==> config.mk <==
export PLATFORM = sky130hd
export DESIGN_NAME = fixed_first_permutation_rank_unit_flat
export DESIGN_NICKNAME = d
export VERILOG_FILES = /design/src/rtl/frp_pkg.sv /design/src/rtl/frp_if.sv /design/src/rtl/frp_row_check.sv /design/src/rtl/fixed_first_permutation_rank_unit.sv /design/src/flat_wrapper.sv
export SDC_FILE = /design/constraint.sdc
export NUM_CORES = 2
export LEC_CHECK = 0
export ABC_AREA = 1
export BUFFER_PORTS_ARGS = -buffer_cell sky130_fd_sc_hd__buf_2
export CAP_MARGIN = 20
export CORE_UTILIZATION = 55
export CTS_CLUSTER_SIZE = 16
export DETAILED_ROUTE_END_ITERATION = 10
export PLACE_DENSITY = 0.78
export SLEW_MARGIN = 20
export SYNTH_ARGS = -nofsm -noshare
export SYNTH_HDL_FRONTEND = slang
export SYNTH_SLANG_ARGS = --single-unit
==> constraint.sdc <==
create_clock -name i_clk -period 12.2 [get_ports i_clk]
set_input_delay 2.44 -clock i_clk [delete_from_list [all_inputs] [get_ports i_clk]]
set_output_delay 2.44 -clock i_clk [all_outputs]
set_load 0.005 [all_outputs]
==> src/rtl/frp_pkg.sv <==
// Shared types, constants and the factorial weight table of the permutation rank unit.
package frp_pkg;

    localparam int ROW_NIBBLES   = 12;
    localparam int NIB_W         = 4;
    localparam int ROW_W         = ROW_NIBBLES * NIB_W;
    localparam int RANK_W        = 26;
    localparam int CFG_W         = 4;
    localparam int BELL_SLOTS    = 16;
    localparam int BELLS_W       = 5;
    localparam int MIN_BELLS     = 3;
    localparam int MAX_BELLS_DEF = 12;
    localparam logic [CFG_W-1:0] BELL_COUNT_RESET = 4'd8;

    typedef logic [ROW_W-1:0]  t_row;
    typedef logic [RANK_W-1:0] t_rank;
    typedef logic [NIB_W-1:0]  t_nib;
    typedef logic [CFG_W-1:0]  t_cfg;
    typedef logic [BELLS_W-1:0] t_bells;
    typedef t_rank [BELL_SLOTS-1:0] t_weight_tbl;

    // Entry b holds (b-1)! modulo 2^RANK_W; entry 0 is never weighted and holds zero.
    function automatic t_weight_tbl weight_table();
        t_weight_tbl w;
        logic [63:0] f;
        w    = '0;
        f    = 64'd1;
        for (int b = 1; b < BELL_SLOTS; b++) begin
            w[b] = f[RANK_W-1:0];
            f    = f * 64'(b);
        end
        return w;
    endfunction

endpackage

==> src/rtl/frp_if.sv <==
// Handshake channels of the permutation rank unit: row input, rank output, configuration.
interface frp_row_if;
    import frp_pkg::*;
    logic valid;
    logic ready;
    t_row row;
    modport source (output valid, output row, input ready);
    modport sink   (input valid, input row, output ready);
endinterface

interface frp_rank_if;
    import frp_pkg::*;
    logic  valid;
    logic  ready;
    t_rank rank;
    logic  row_invalid;
    modport source (output valid, output rank, output row_invalid, input ready);
    modport sink   (input valid, input rank, input row_invalid, output ready);
endinterface

interface frp_cfg_if;
    import frp_pkg::*;
    logic valid;
    logic ready;
    t_cfg bell_count;
    modport source (output valid, output bell_count, input ready);
    modport sink   (input valid, input bell_count, output ready);
endinterface

==> src/rtl/frp_row_check.sv <==
// Permutation check of one row: bell 0 first and bells 0..n-1 each present once.
module frp_row_check #(
    parameter int MAX_BELLS = frp_pkg::MAX_BELLS_DEF
) (
    input  frp_pkg::t_nib [MAX_BELLS-1:0] i_bells,
    input  frp_pkg::t_bells               i_bell_n,
    output logic                          o_invalid
);
    import frp_pkg::*;

    logic [BELL_SLOTS-1:0] present;
    logic                  bad;

    // With n positions, each holding a bell below n, and every bell below n
    // present, no bell can appear twice.
    always_comb begin
        present = '0;
        bad     = (i_bells[0] != '0);
        for (int k = 0; k < MAX_BELLS; k++) begin
            if (BELLS_W'(k) < i_bell_n) begin
                if ({1'b0, i_bells[k]} >= i_bell_n) begin
                    bad = 1'b1;
                end
                present[i_bells[k]] = 1'b1;
            end
        end
        for (int b = 0; b < BELL_SLOTS; b++) begin
            if (BELLS_W'(b) < i_bell_n && !present[b]) begin
                bad = 1'b1;
            end
        end
        o_invalid = bad;
    end

endmodule

==> src/rtl/fixed_first_permutation_rank_unit.sv <==
// Top level of the permutation rank unit: five-stage pipeline from row beat to rank beat.
//
// The unit ranks rows of bells in which bell 0 leads. A row beat carries up to twelve
// positions, four bits each; the configured bell count n (clamped to 3..MAX_BELLS)
// selects how many positions are used. The result beat carries the dense rank
// 0..(n-1)!-1 and a flag that is set, with rank 0, when bell 0 is not in position 0
// or the used positions are not a permutation of bells 0..n-1. The rank is built as a
// Lehmer code: for each position the number of later positions holding a lower bell,
// weighted by (bell-1)!. A row beat can be taken in every cycle while the output is not
// stalled, and its result passes through five register stages (comparison matrix and
// check, per-position counts, weighting multiplies, partial sums of four, final sum).
// Each stage holds its beat while the stage after it is full and stalled, so a stalled
// output fills the pipeline before the input ready drops. The bell count register is
// written through its own channel, which is always ready, and should only change while
// the pipeline is empty.
module fixed_first_permutation_rank_unit #(
    parameter int MAX_BELLS = frp_pkg::MAX_BELLS_DEF
) (
    input  logic            i_clk,
    input  logic            i_rst_n,
    frp_cfg_if.sink         i_cfg,
    frp_row_if.sink         i_row,
    frp_rank_if.source      o_rank
);
    import frp_pkg::*;

    localparam int STAGES = 5;
    localparam int CNT_W  = $clog2(MAX_BELLS);
    localparam int GROUPS = (MAX_BELLS + 3) / 4;
    localparam t_weight_tbl WEIGHTS = weight_table();

    // Configuration register and the effective bell count.
    t_cfg   r_bell_count;
    t_bells bell_n;

    assign i_cfg.ready = 1'b1;

    always_ff @(posedge i_clk) begin
        if (!i_rst_n) begin
            r_bell_count <= BELL_COUNT_RESET;
        end else if (i_cfg.valid) begin
            r_bell_count <= i_cfg.bell_count;
        end
    end

    always_comb begin
        if ({1'b0, r_bell_count} < BELLS_W'(MIN_BELLS)) begin
            bell_n = BELLS_W'(MIN_BELLS);
        end else if ({1'b0, r_bell_count} > BELLS_W'(MAX_BELLS)) begin
            bell_n = BELLS_W'(MAX_BELLS);
        end else begin
            bell_n = {1'b0, r_bell_count};
        end
    end

    // Stage occupancy and the backward ready chain. A stage may load when it is
    // empty or when its beat moves on in the same cycle.
    logic [STAGES-1:0] r_vld;
    logic [STAGES-1:0] stg_rdy;

    always_comb begin
        stg_rdy[STAGES-1] = !r_vld[STAGES-1] || o_rank.ready;
        for (int s = STAGES - 2; s >= 0; s--) begin
            stg_rdy[s] = !r_vld[s] || stg_rdy[s+1];
        end
    end

    always_ff @(posedge i_clk) begin
        if (!i_rst_n) begin
            r_vld <= '0;
        end else begin
            if (stg_rdy[0]) begin
                r_vld[0] <= i_row.valid;
            end
            for (int s = 1; s < STAGES; s++) begin
                if (stg_rdy[s]) begin
                    r_vld[s] <= r_vld[s-1];
                end
            end
        end
    end

    assign i_row.ready = stg_rdy[0];

    // Stage 1: unpack the row, build the later-and-lower matrix, check the row.
    // Positions beyond the packed row read as bell 0.
    t_nib [MAX_BELLS-1:0]                  n_s1_bells;
    logic [MAX_BELLS-1:0][MAX_BELLS-1:0]   n_s1_lower;
    logic                                  n_s1_invalid;
    t_nib [MAX_BELLS-1:0]                  r_s1_bells;
    logic [MAX_BELLS-1:0][MAX_BELLS-1:0]   r_s1_lower;
    logic                                  r_s1_invalid;

    for (genvar k = 0; k < MAX_BELLS; k++) begin : g_unpack
        if (k < ROW_NIBBLES) begin : g_in_row
            assign n_s1_bells[k] = i_row.row[NIB_W*k +: NIB_W];
        end else begin : g_beyond
            assign n_s1_bells[k] = '0;
        end
    end

    always_comb begin
        n_s1_lower = '0;
        for (int p = 0; p < MAX_BELLS; p++) begin
            for (int q = 0; q < MAX_BELLS; q++) begin
                n_s1_lower[p][q] = (q > p) && (BELLS_W'(q) < bell_n)
                                   && (n_s1_bells[q] < n_s1_bells[p]);
            end
        end
    end

    frp_row_check #(
        .MAX_BELLS (MAX_BELLS)
    ) u_row_check (
        .i_bells   (n_s1_bells),
        .i_bell_n  (bell_n),
        .o_invalid (n_s1_invalid)
    );

    always_ff @(posedge i_clk) begin
        if (stg_rdy[0]) begin
            r_s1_bells   <= n_s1_bells;
            r_s1_lower   <= n_s1_lower;
            r_s1_invalid <= n_s1_invalid;
        end
    end

    // Stage 2: count, for each position, the later positions that hold a lower bell.
    logic [MAX_BELLS-1:0][CNT_W-1:0] n_s2_cnt;
    logic [MAX_BELLS-1:0][CNT_W-1:0] r_s2_cnt;
    t_nib [MAX_BELLS-1:0]            r_s2_bells;
    logic                            r_s2_invalid;

    always_comb begin
        for (int p = 0; p < MAX_BELLS; p++) begin
            n_s2_cnt[p] = '0;
            for (int q = 0; q < MAX_BELLS; q++) begin
                n_s2_cnt[p] = n_s2_cnt[p] + CNT_W'(r_s1_lower[p][q]);
            end
        end
    end

    always_ff @(posedge i_clk) begin
        if (stg_rdy[1]) begin
            r_s2_cnt     <= n_s2_cnt;
            r_s2_bells   <= r_s1_bells;
            r_s2_invalid <= r_s1_invalid;
        end
    end

    // Stage 3: weight each count by (bell-1)!. An invalid row contributes nothing.
    t_rank [MAX_BELLS-1:0] n_s3_term;
    t_rank [MAX_BELLS-1:0] r_s3_term;
    logic                  r_s3_invalid;
    logic [CNT_W+RANK_W-1:0] prod [MAX_BELLS];

    always_comb begin
        for (int p = 0; p < MAX_BELLS; p++) begin
            prod[p] = r_s2_cnt[p] * WEIGHTS[r_s2_bells[p]];
            if (r_s2_invalid) begin
                n_s3_term[p] = '0;
            end else begin
                n_s3_term[p] = prod[p][RANK_W-1:0];
            end
        end
    end

    always_ff @(posedge i_clk) begin
        if (stg_rdy[2]) begin
            r_s3_term    <= n_s3_term;
            r_s3_invalid <= r_s2_invalid;
        end
    end

    // Stage 4: partial sums over groups of four positions, modulo 2^RANK_W.
    t_rank [GROUPS-1:0] n_s4_part;
    t_rank [GROUPS-1:0] r_s4_part;
    logic               r_s4_invalid;

    always_comb begin
        for (int g = 0; g < GROUPS; g++) begin
            n_s4_part[g] = '0;
            for (int e = 0; e < 4; e++) begin
                if (4 * g + e < MAX_BELLS) begin
                    n_s4_part[g] = n_s4_part[g] + r_s3_term[4*g+e];
                end
            end
        end
    end

    always_ff @(posedge i_clk) begin
        if (stg_rdy[3]) begin
            r_s4_part    <= n_s4_part;
            r_s4_invalid <= r_s3_invalid;
        end
    end

    // Stage 5: final sum into the output register.
    t_rank n_s5_rank;
    t_rank r_s5_rank;
    logic  r_s5_invalid;

    always_comb begin
        n_s5_rank = '0;
        for (int g = 0; g < GROUPS; g++) begin
            n_s5_rank = n_s5_rank + r_s4_part[g];
        end
    end

    always_ff @(posedge i_clk) begin
        if (stg_rdy[4]) begin
            r_s5_rank    <= n_s5_rank;
            r_s5_invalid <= r_s4_invalid;
        end
    end

    assign o_rank.valid       = r_vld[STAGES-1];
    assign o_rank.rank        = r_s5_rank;
    assign o_rank.row_invalid = r_s5_invalid;

`ifndef NO_ASSERTIONS
    a_invalid_rank_zero : assert property (@(posedge i_clk) disable iff (!i_rst_n)
        o_rank.valid && o_rank.row_invalid |-> o_rank.rank == '0)
        else $error("flagged row carries a nonzero rank");

    a_bell_n_range : assert property (@(posedge i_clk) disable iff (!i_rst_n)
        bell_n >= BELLS_W'(MIN_BELLS) && bell_n <= BELLS_W'(MAX_BELLS))
        else $error("effective bell count outside its range");

    a_lead_bell_check : assert property (@(posedge i_clk) disable iff (!i_rst_n)
        r_vld[0] && r_s1_bells[0] != '0 |-> r_s1_invalid)
        else $error("row without bell 0 leading was not flagged");

    a_stage_hold : assert property (@(posedge i_clk) disable iff (!i_rst_n)
        r_vld[2] && !stg_rdy[3] |=> r_vld[2] && $stable(r_s3_term)
                                    && $stable(r_s3_invalid))
        else $error("stalled weighting stage lost or changed its beat");
`endif

endmodule
==> src/flat_wrapper.sv <==
// flat-port wrapper written by rule: the top's interface ports become plain ports
module fixed_first_permutation_rank_unit_flat import frp_pkg::*;
#(
    parameter int MAX_BELLS = frp_pkg::MAX_BELLS_DEF
)
  (i_clk, i_rst_n, i_cfg_valid, i_cfg_bell_count, i_cfg_ready, i_row_valid, i_row_row, i_row_ready, o_rank_valid, o_rank_rank, o_rank_row_invalid, o_rank_ready);
  frp_cfg_if i_cfg_i ();
  frp_row_if i_row_i ();
  frp_rank_if o_rank_i ();
  input  logic i_clk;
  input  logic i_rst_n;
  input wire logic [$bits(i_cfg_i.valid)-1:0] i_cfg_valid;
  input wire logic [$bits(i_cfg_i.bell_count)-1:0] i_cfg_bell_count;
  output wire logic [$bits(i_cfg_i.ready)-1:0] i_cfg_ready;
  input wire logic [$bits(i_row_i.valid)-1:0] i_row_valid;
  input wire logic [$bits(i_row_i.row)-1:0] i_row_row;
  output wire logic [$bits(i_row_i.ready)-1:0] i_row_ready;
  output wire logic [$bits(o_rank_i.valid)-1:0] o_rank_valid;
  output wire logic [$bits(o_rank_i.rank)-1:0] o_rank_rank;
  output wire logic [$bits(o_rank_i.row_invalid)-1:0] o_rank_row_invalid;
  input wire logic [$bits(o_rank_i.ready)-1:0] o_rank_ready;
  assign i_cfg_i.valid = i_cfg_valid;
  assign i_cfg_i.bell_count = i_cfg_bell_count;
  assign i_cfg_ready = i_cfg_i.ready;
  assign i_row_i.valid = i_row_valid;
  assign i_row_i.row = i_row_row;
  assign i_row_ready = i_row_i.ready;
  assign o_rank_valid = o_rank_i.valid;
  assign o_rank_rank = o_rank_i.rank;
  assign o_rank_row_invalid = o_rank_i.row_invalid;
  assign o_rank_i.ready = o_rank_ready;
  fixed_first_permutation_rank_unit #(.MAX_BELLS(MAX_BELLS)) u_core (.i_clk(i_clk), .i_rst_n(i_rst_n), .i_cfg(i_cfg_i), .i_row(i_row_i), .o_rank(o_rank_i));
endmodule
# Word level (Yosys, flattened, before mapping)
# Memory sizes are Yosys's and may differ from the RTL's. A register that Yosys moved wholly into a read port is not among the register bits.
# Index checks and enable logic that the tools add are counted.
[word_totals]
ff_bits = 599
rom_bits = 4576
inputBits = 57
elab_cells = 505
mem_count = 11
[memory_table]
columns = ["name", "words", "word_bits", "rd", "rd_ports_with_merged_regs", "write_ports", "line", "source"]
rows = [
  ["(name not given)", 16, 26, 1, 1, 0, "fixed_first_permutation_rank_unit.sv:159", "prod[p] = r_s2_cnt[p] * WEIGHTS[r_s2_bells[p]];"],
  ["(name not given)", 16, 26, 1, 1, 0, "fixed_first_permutation_rank_unit.sv:159", ""],
  ["(name not given)", 16, 26, 1, 1, 0, "fixed_first_permutation_rank_unit.sv:159", ""],
  ["(name not given)", 16, 26, 1, 1, 0, "fixed_first_permutation_rank_unit.sv:159", ""],
  ["(name not given)", 16, 26, 1, 1, 0, "fixed_first_permutation_rank_unit.sv:159", ""],
  ["(name not given)", 16, 26, 1, 1, 0, "fixed_first_permutation_rank_unit.sv:159", ""],
  ["+5 memories", "n/a", "n/a", "n/a", "n/a", "n/a", "n/a", ""],
]
[op_classes]
addsub = 65
multipliers = 11
n_lt_le_gt_ge = 131
n_mux = 84
bitwise = 11
reduce_logical = 122
[op_table]
columns = ["op", "n"]
rows = [
  ["26-bit 2-to-1 mux", 11],
  ["4-bit less-than comparator", 66],
  ["26-bit adder", 10],
  ["4-bit by 26-bit multiplier with 26-bit output", 10],
  ["16-bit 2-to-1 mux", 12],
  ["4-bit by 1-bit adder with 4-bit output", 45],
  ["16-bit bitwise OR", 11],
  ["4-bit by 5-bit less-than comparator with 1-bit output (second input constant)", 23],
  ["1-bit logical AND", 94],
  ["4-bit by 5-bit >= comparator with 1-bit output", 12],
  ["4-bit 2-to-1 mux", 13],
  ["1-bit demux with 4-bit select", 12],
  ["4-bit by 1-bit >= comparator with 1-bit output (second input constant)", 12],
  ["4-bit by 5-bit less-than comparator with 1-bit output (first input constant)", 8],
  ["1-bit 2-to-1 mux", 36],
  ["1-bit by 26-bit multiplier with 26-bit output", 1],
  ["1-bit zero test", 21],
  ["1-bit by 1-bit adder with 2-bit output", 10],
  ["16-bit OR reduction", 1],
  ["3-bit by 5-bit less-than comparator with 1-bit output (first input constant)", 3],
  ["1-bit by 4-bit less-than comparator with 1-bit output (first input constant)", 2],
  ["2-bit by 4-bit less-than comparator with 1-bit output (first input constant)", 2],
  ["1-bit logical OR", 5],
  ["4-bit > comparator (second input constant)", 1],
  ["other kinds (3)", 3],
]

# Longest topological paths before layout
[logic_depth]
depth_word = 30
mapped_depth = 20

# Cells and area by module
# From an unflattened synthesis, not the netlist that was laid out.
[unflattened]
hier_cells = 11475
area_unflattened_um2 = 81451.9
[modules_own_cells]
columns = ["mod", "instances", "cells_per_inst", "area_per_inst_um2", "seq_area_each_um2"]
rows = [
  ["fixed_first_permutation_rank_unit", 1, 10608, 77370.5, 23162.2],
  ["frp_row_check", 1, 867, 4081.4, 0.0],
]

# Worst setup path after synthesis
# Ideal clock, no wire load.
[synth_path]
kind = "input port to flip-flop"
from = "input port o_rank_ready"
to = "register u_core.r_s3_invalid (enable)"
setup_ps = 635
arrival_time_ps = 8646
t_required_ps = 11565
path_slack_ps = 2919
cell_stages = 4
n_path_buf = 0
path_cell_list = "nor2_4 -> nand2_4 -> nor2_8 -> inv_1"
[synth_via]
elab_chain_cells = 3
[synth_rtl]
columns = ["element", "line", "source"]
rows = [
  ["start, declared", "flat_wrapper.sv:21", "input wire logic [$bits(o_rank_i.ready)-1:0] o_rank_ready;"],
  ["1-bit logical OR", "fixed_first_permutation_rank_unit.sv:62", "stg_rdy[STAGES-1] = !r_vld[STAGES-1] || o_rank.ready;"],
  ["1-bit logical OR", "fixed_first_permutation_rank_unit.sv:64", "stg_rdy[s] = !r_vld[s] || stg_rdy[s+1];"],
  ["named net u_core.stg_rdy[3]", "fixed_first_permutation_rank_unit.sv:59", "logic [STAGES-1:0] stg_rdy;"],
  ["1-bit logical OR", "fixed_first_permutation_rank_unit.sv:64", ""],
  ["named net u_core.stg_rdy[2]", "fixed_first_permutation_rank_unit.sv:59", ""],
  ["end signal, assigned", "fixed_first_permutation_rank_unit.sv:171", "r_s3_invalid <= r_s2_invalid;"],
  ["end, declared", "fixed_first_permutation_rank_unit.sv:154", "logic r_s3_invalid;"],
]
# The timed path passes the listed nets, and every way through them passes these cells.
# A chain may end at the register's enable or synchronous reset.

# Final worst setup path
[layout_path]
from = "input port o_rank_ready"
to = "output port i_row_ready"
[layout_via]
elab_chain_cells = 5
[layout_rtl]
columns = ["element", "line", "source"]
rows = [
  ["1-bit logical OR", "fixed_first_permutation_rank_unit.sv:62", ""],
  ["1-bit logical OR", "fixed_first_permutation_rank_unit.sv:64", ""],
  ["named net u_core.stg_rdy[3]", "fixed_first_permutation_rank_unit.sv:59", ""],
  ["1-bit logical OR (3 in series)", "fixed_first_permutation_rank_unit.sv:64", ""],
  ["end, declared", "flat_wrapper.sv:17", "output wire logic [$bits(i_row_i.ready)-1:0] i_row_ready;"],
]
# The timed path passes the listed nets, and every way through them passes these cells.

==> summary.md <==
| Metric | Value |
|---|---|
| Outcome | complete, no violations |
| Syn_nets | 9704 |
| Commonest cells after routing, fill and taps aside | nand2_1 (1750), inv_1 (1460), ha_1 (796), nor2_1 (702), edfxtp_1 (582) |
| Clk buf depth | 3 |
| Iteration count of the initial detailed-routing pass | 8 |
| Core area | 0.1282 mm2 |
| Min setup slack post-route | 5715 ps |
| Ports | 87 |
| Post-route design area | 0.07693 mm2 |
| Commonest non-fill, non-tap cell in the layout | nand2_1 |
| CTS Buf Count | 98 |
| Worst-Margin Slew | 1109 ps |
| Vias in the first global route | 56250 |
| Total number of vias | 57760 |
| Clock slew at reported path FFs | 60 ps |
| Placer Congestion | 0.9918 |
| Async SR Flop Fraction | 0% |
| Die Wd | 362.4 um |
| Routed met1 length | 86620 um |
| Final Hold Viols | 0 |
| Final core occ | 60.02% |
| DRC | 0 |
| Pwr dens | 112.2 mW/mm2 |
| # fillers | 11060 |
| Setup TNS | 0 ps |
| Synth Register Bits | 866 |
| Max-slew violations | 0 |
| Max-cap violations | 0 |
| Synth Warn # | 0 |
| Synth Area in Compound Gates | 12.75% |
| Clock latency on the worst-skew pair | 720 ps |
| Top sig layer | met4 |
| Die Y | 362.4 um |
| Place WS | 5665 ps |
| HP Class | reg -> reg |
| Sequential share of the synthesized area | 32.42% |
| Synth Cell Area | 0.07145 mm2 |
| Layout cells sized above 1 | 5.450% |
| DRT Wirelength | 195200 um |
| Buf/Inv on CP | 2 |
| Final hold slack | 417.8 ps |
| Synth Area per Inst | 8.534 um2 |
| Synthesized instance count | 8372 |
| Setup Fix Bufs, Post-CTS | 0 |
| Layout overhead on the synthesized area | 7.676% |
| Ant. Diodes | 0 |
| CP Capture Type | primary output |
| Max Fclk | 0.1542 GHz |
| Post-synthesis mux area share | 0% |
| CTS H-Tree Depth | 3 |
| Post-Synth XOR/XNOR Area | 1.888% |
| Crit-path most repeated cell | buf_2 |
| Final #Nets | 9761 |
| RSZ-0062 raised after global routing | no |
| Largest stage delay, worst path | 430 ps |
| Slowest CP cell | nand3_4 |
| Placed cell area | 0.07360 mm2 |
| Largest net degree at the start of global routing | 161 |
| First-pass GRT wire length | 307000 um |
| WL met3 | 16090 um |
| CTS tree | done |
| Crit Path Category | in -> out |
| Max IR drop VDD | 0.1691 mV |
| Die ar. | 0.1313 mm2 |
| DR vias/cell | 5.639 |
| Hold buffers post-CTS | 0 |
| Worst endpoint required time | 9760 ps |
| # port buffers | 85 |
| CP Launch Type | input pin |
| Rows | 131 |
| Synth unique cells | 54 |
| Total track usage | 29.76% |
| Initial core utilization | 55.74% |
| Initial antenna violation count | 2 |
| Metal2 WL | 85800 um |
| Final min period | 6485 ps |
| Main synth FF type | edfxtp_1 |
| Largest family of logic cells by synthesized area | adder cells |
| CP delay by family, top | simple AND/OR/NAND/NOR gates |
| Final setup vio count | 0 |
| Fin crit share | 53.16% |
| Worst Path Max Fanout | 30 |
| Clk_skew | 24.54 ps |
| DRT antenna net count | 0 |
| Clk sink count | 866 |
| Gr ovfl total | 0 |
| WL per Instance | 19.05 um |
| Post_cts resized | 0 |
| Leak | 41.16 nW |
| CTS Root Cell | clkbuf_16 |
| Synth Area in Simple Gates | 16.59% |
| Arrival @ worst endpoint | 4050 ps |
| Synth Area in Adders | 27.36% |
| EDFF count, synth | 582 |
| Post-DP HPWL | 152400 um |
| Number of DRC markers in iteration 0 | 5607 |
| Crit path cell chain | buf_2 -> nor2_4 -> nand2_4 -> nor2_8 -> nand3_4 -> buf_2 |
| Slew HR | 26.08% |
-- cell families after synthesis --
logic type	count (synthesis)
AND/OR/NAND/NOR	2918
buffers and inverters	1689
AO/OA/AOI/OAI	1469
adder cells (fa/ha/maj)	1275
flip-flops	866
XOR/XNOR	154
other	1
-- worst reg2reg max path, cell delays in order, from the launching register on --
cell,delay (ps)
dfxtp_1,790
inv_2,510
nand2_1,670
o21ai_0,490
buf_4,340
ha_1,300
o21ai_0,170
nand2_1,70
nand2_1,60
nand2_1,40
nand2_1,50
nand2_1,40
nor2_1,280
nand2_1,160
nor2_1,120
nand2_1,50
nor2_1,210
nand3_1,100
-- worst paths after layout --
| check | depth (start not counted) | slack [ps] | start | endpoint |
|---|---|---|---|---|
| max reg2reg | 17 | 7500 | u_core.r_bell_count[3] | u_core.r_s1_invalid |
| min reg2reg | 0 | 420 | u_core.r_s3_invalid | u_core.r_s4_invalid |
| min | 0 | 420 | u_core.r_s3_invalid | u_core.r_s4_invalid |
| max | 6 | 5710 | o_rank_ready | i_row_ready |
-- cells in the mapped netlist, types with 16 or more instances --
cell | n | share of area (%)
a2111oi_0 | 62 | 0.76
a211oi_1 | 16 | 0.17
a21boi_0 | 79 | 0.83
a21o_1 | 38 | 0.40
a21oi_1 | 559 | 3.9
a31oi_1 | 16 | 0.14
clkbuf_1 | 121 | 0.64
dfxtp_1 | 284 | 8.0
edfxtp_1 | 582 | 24
fa_1 | 479 | 13
ha_1 | 796 | 14
inv_1 | 1462 | 7.7
inv_2 | 82 | 0.43
nand2_1 | 1750 | 9.2
nand3_1 | 231 | 1.6
nand4_1 | 94 | 0.82
nor2_1 | 702 | 3.7
nor2_2 | 32 | 0.28
nor3_1 | 61 | 0.43
o211a_1 | 62 | 0.87
o21a_1 | 51 | 0.54
o21ai_0 | 385 | 2.7
o21ai_1 | 35 | 0.25
o21ai_4 | 35 | 0.80
o21bai_1 | 44 | 0.46
o22ai_1 | 32 | 0.28
xnor2_1 | 84 | 1.0
xor2_1 | 70 | 0.86
-- metrics by stage --
stage | power (mW) | instances
after detailed placement | 5.614 | 10060
after global routing | 9.086 | 10240
after CTS | 8.646 | 10240
final | 8.630 | 10240
after floorplan | 4.979 | 8372
after global placement | 5.541 | 10060
-- power by group --
group / switching (mW) / internal [mW] / leakage (nW) / total (mW)
sequential: 0.364 / 3.27 / 9.26 / 3.63
clock: 1.28 / 1.75 / 1.65 / 3.02
combinational: 1.28 / 0.694 / 30.3 / 1.98
total: 2.92 / 5.71 / 41.2 / 8.63
-- layout make-up --
type | instances | area (um2) | area share (%)
Clock inverter | 54 | 440.4 | 0.5725
Timing Repair Buffer | 101 | 570.5 | 0.7416
Tap cell | 1729 | 2163 | 2.812
Multi-Input combinational cell | 5817 | 41890 | 54.45
Sequential cell | 866 | 23160 | 30.11
Clock buffer | 130 | 2894 | 3.762
Inverter | 1545 | 5809 | 7.551
-- layer usage --
layer	GRT usage (%)	up-vias
met3	4.833	367
li1	-	27500
met1	42.13	27590
met4	9.167	0
met5	0	-
met2	46.75	2300
Power figures use the tool's default switching activity.
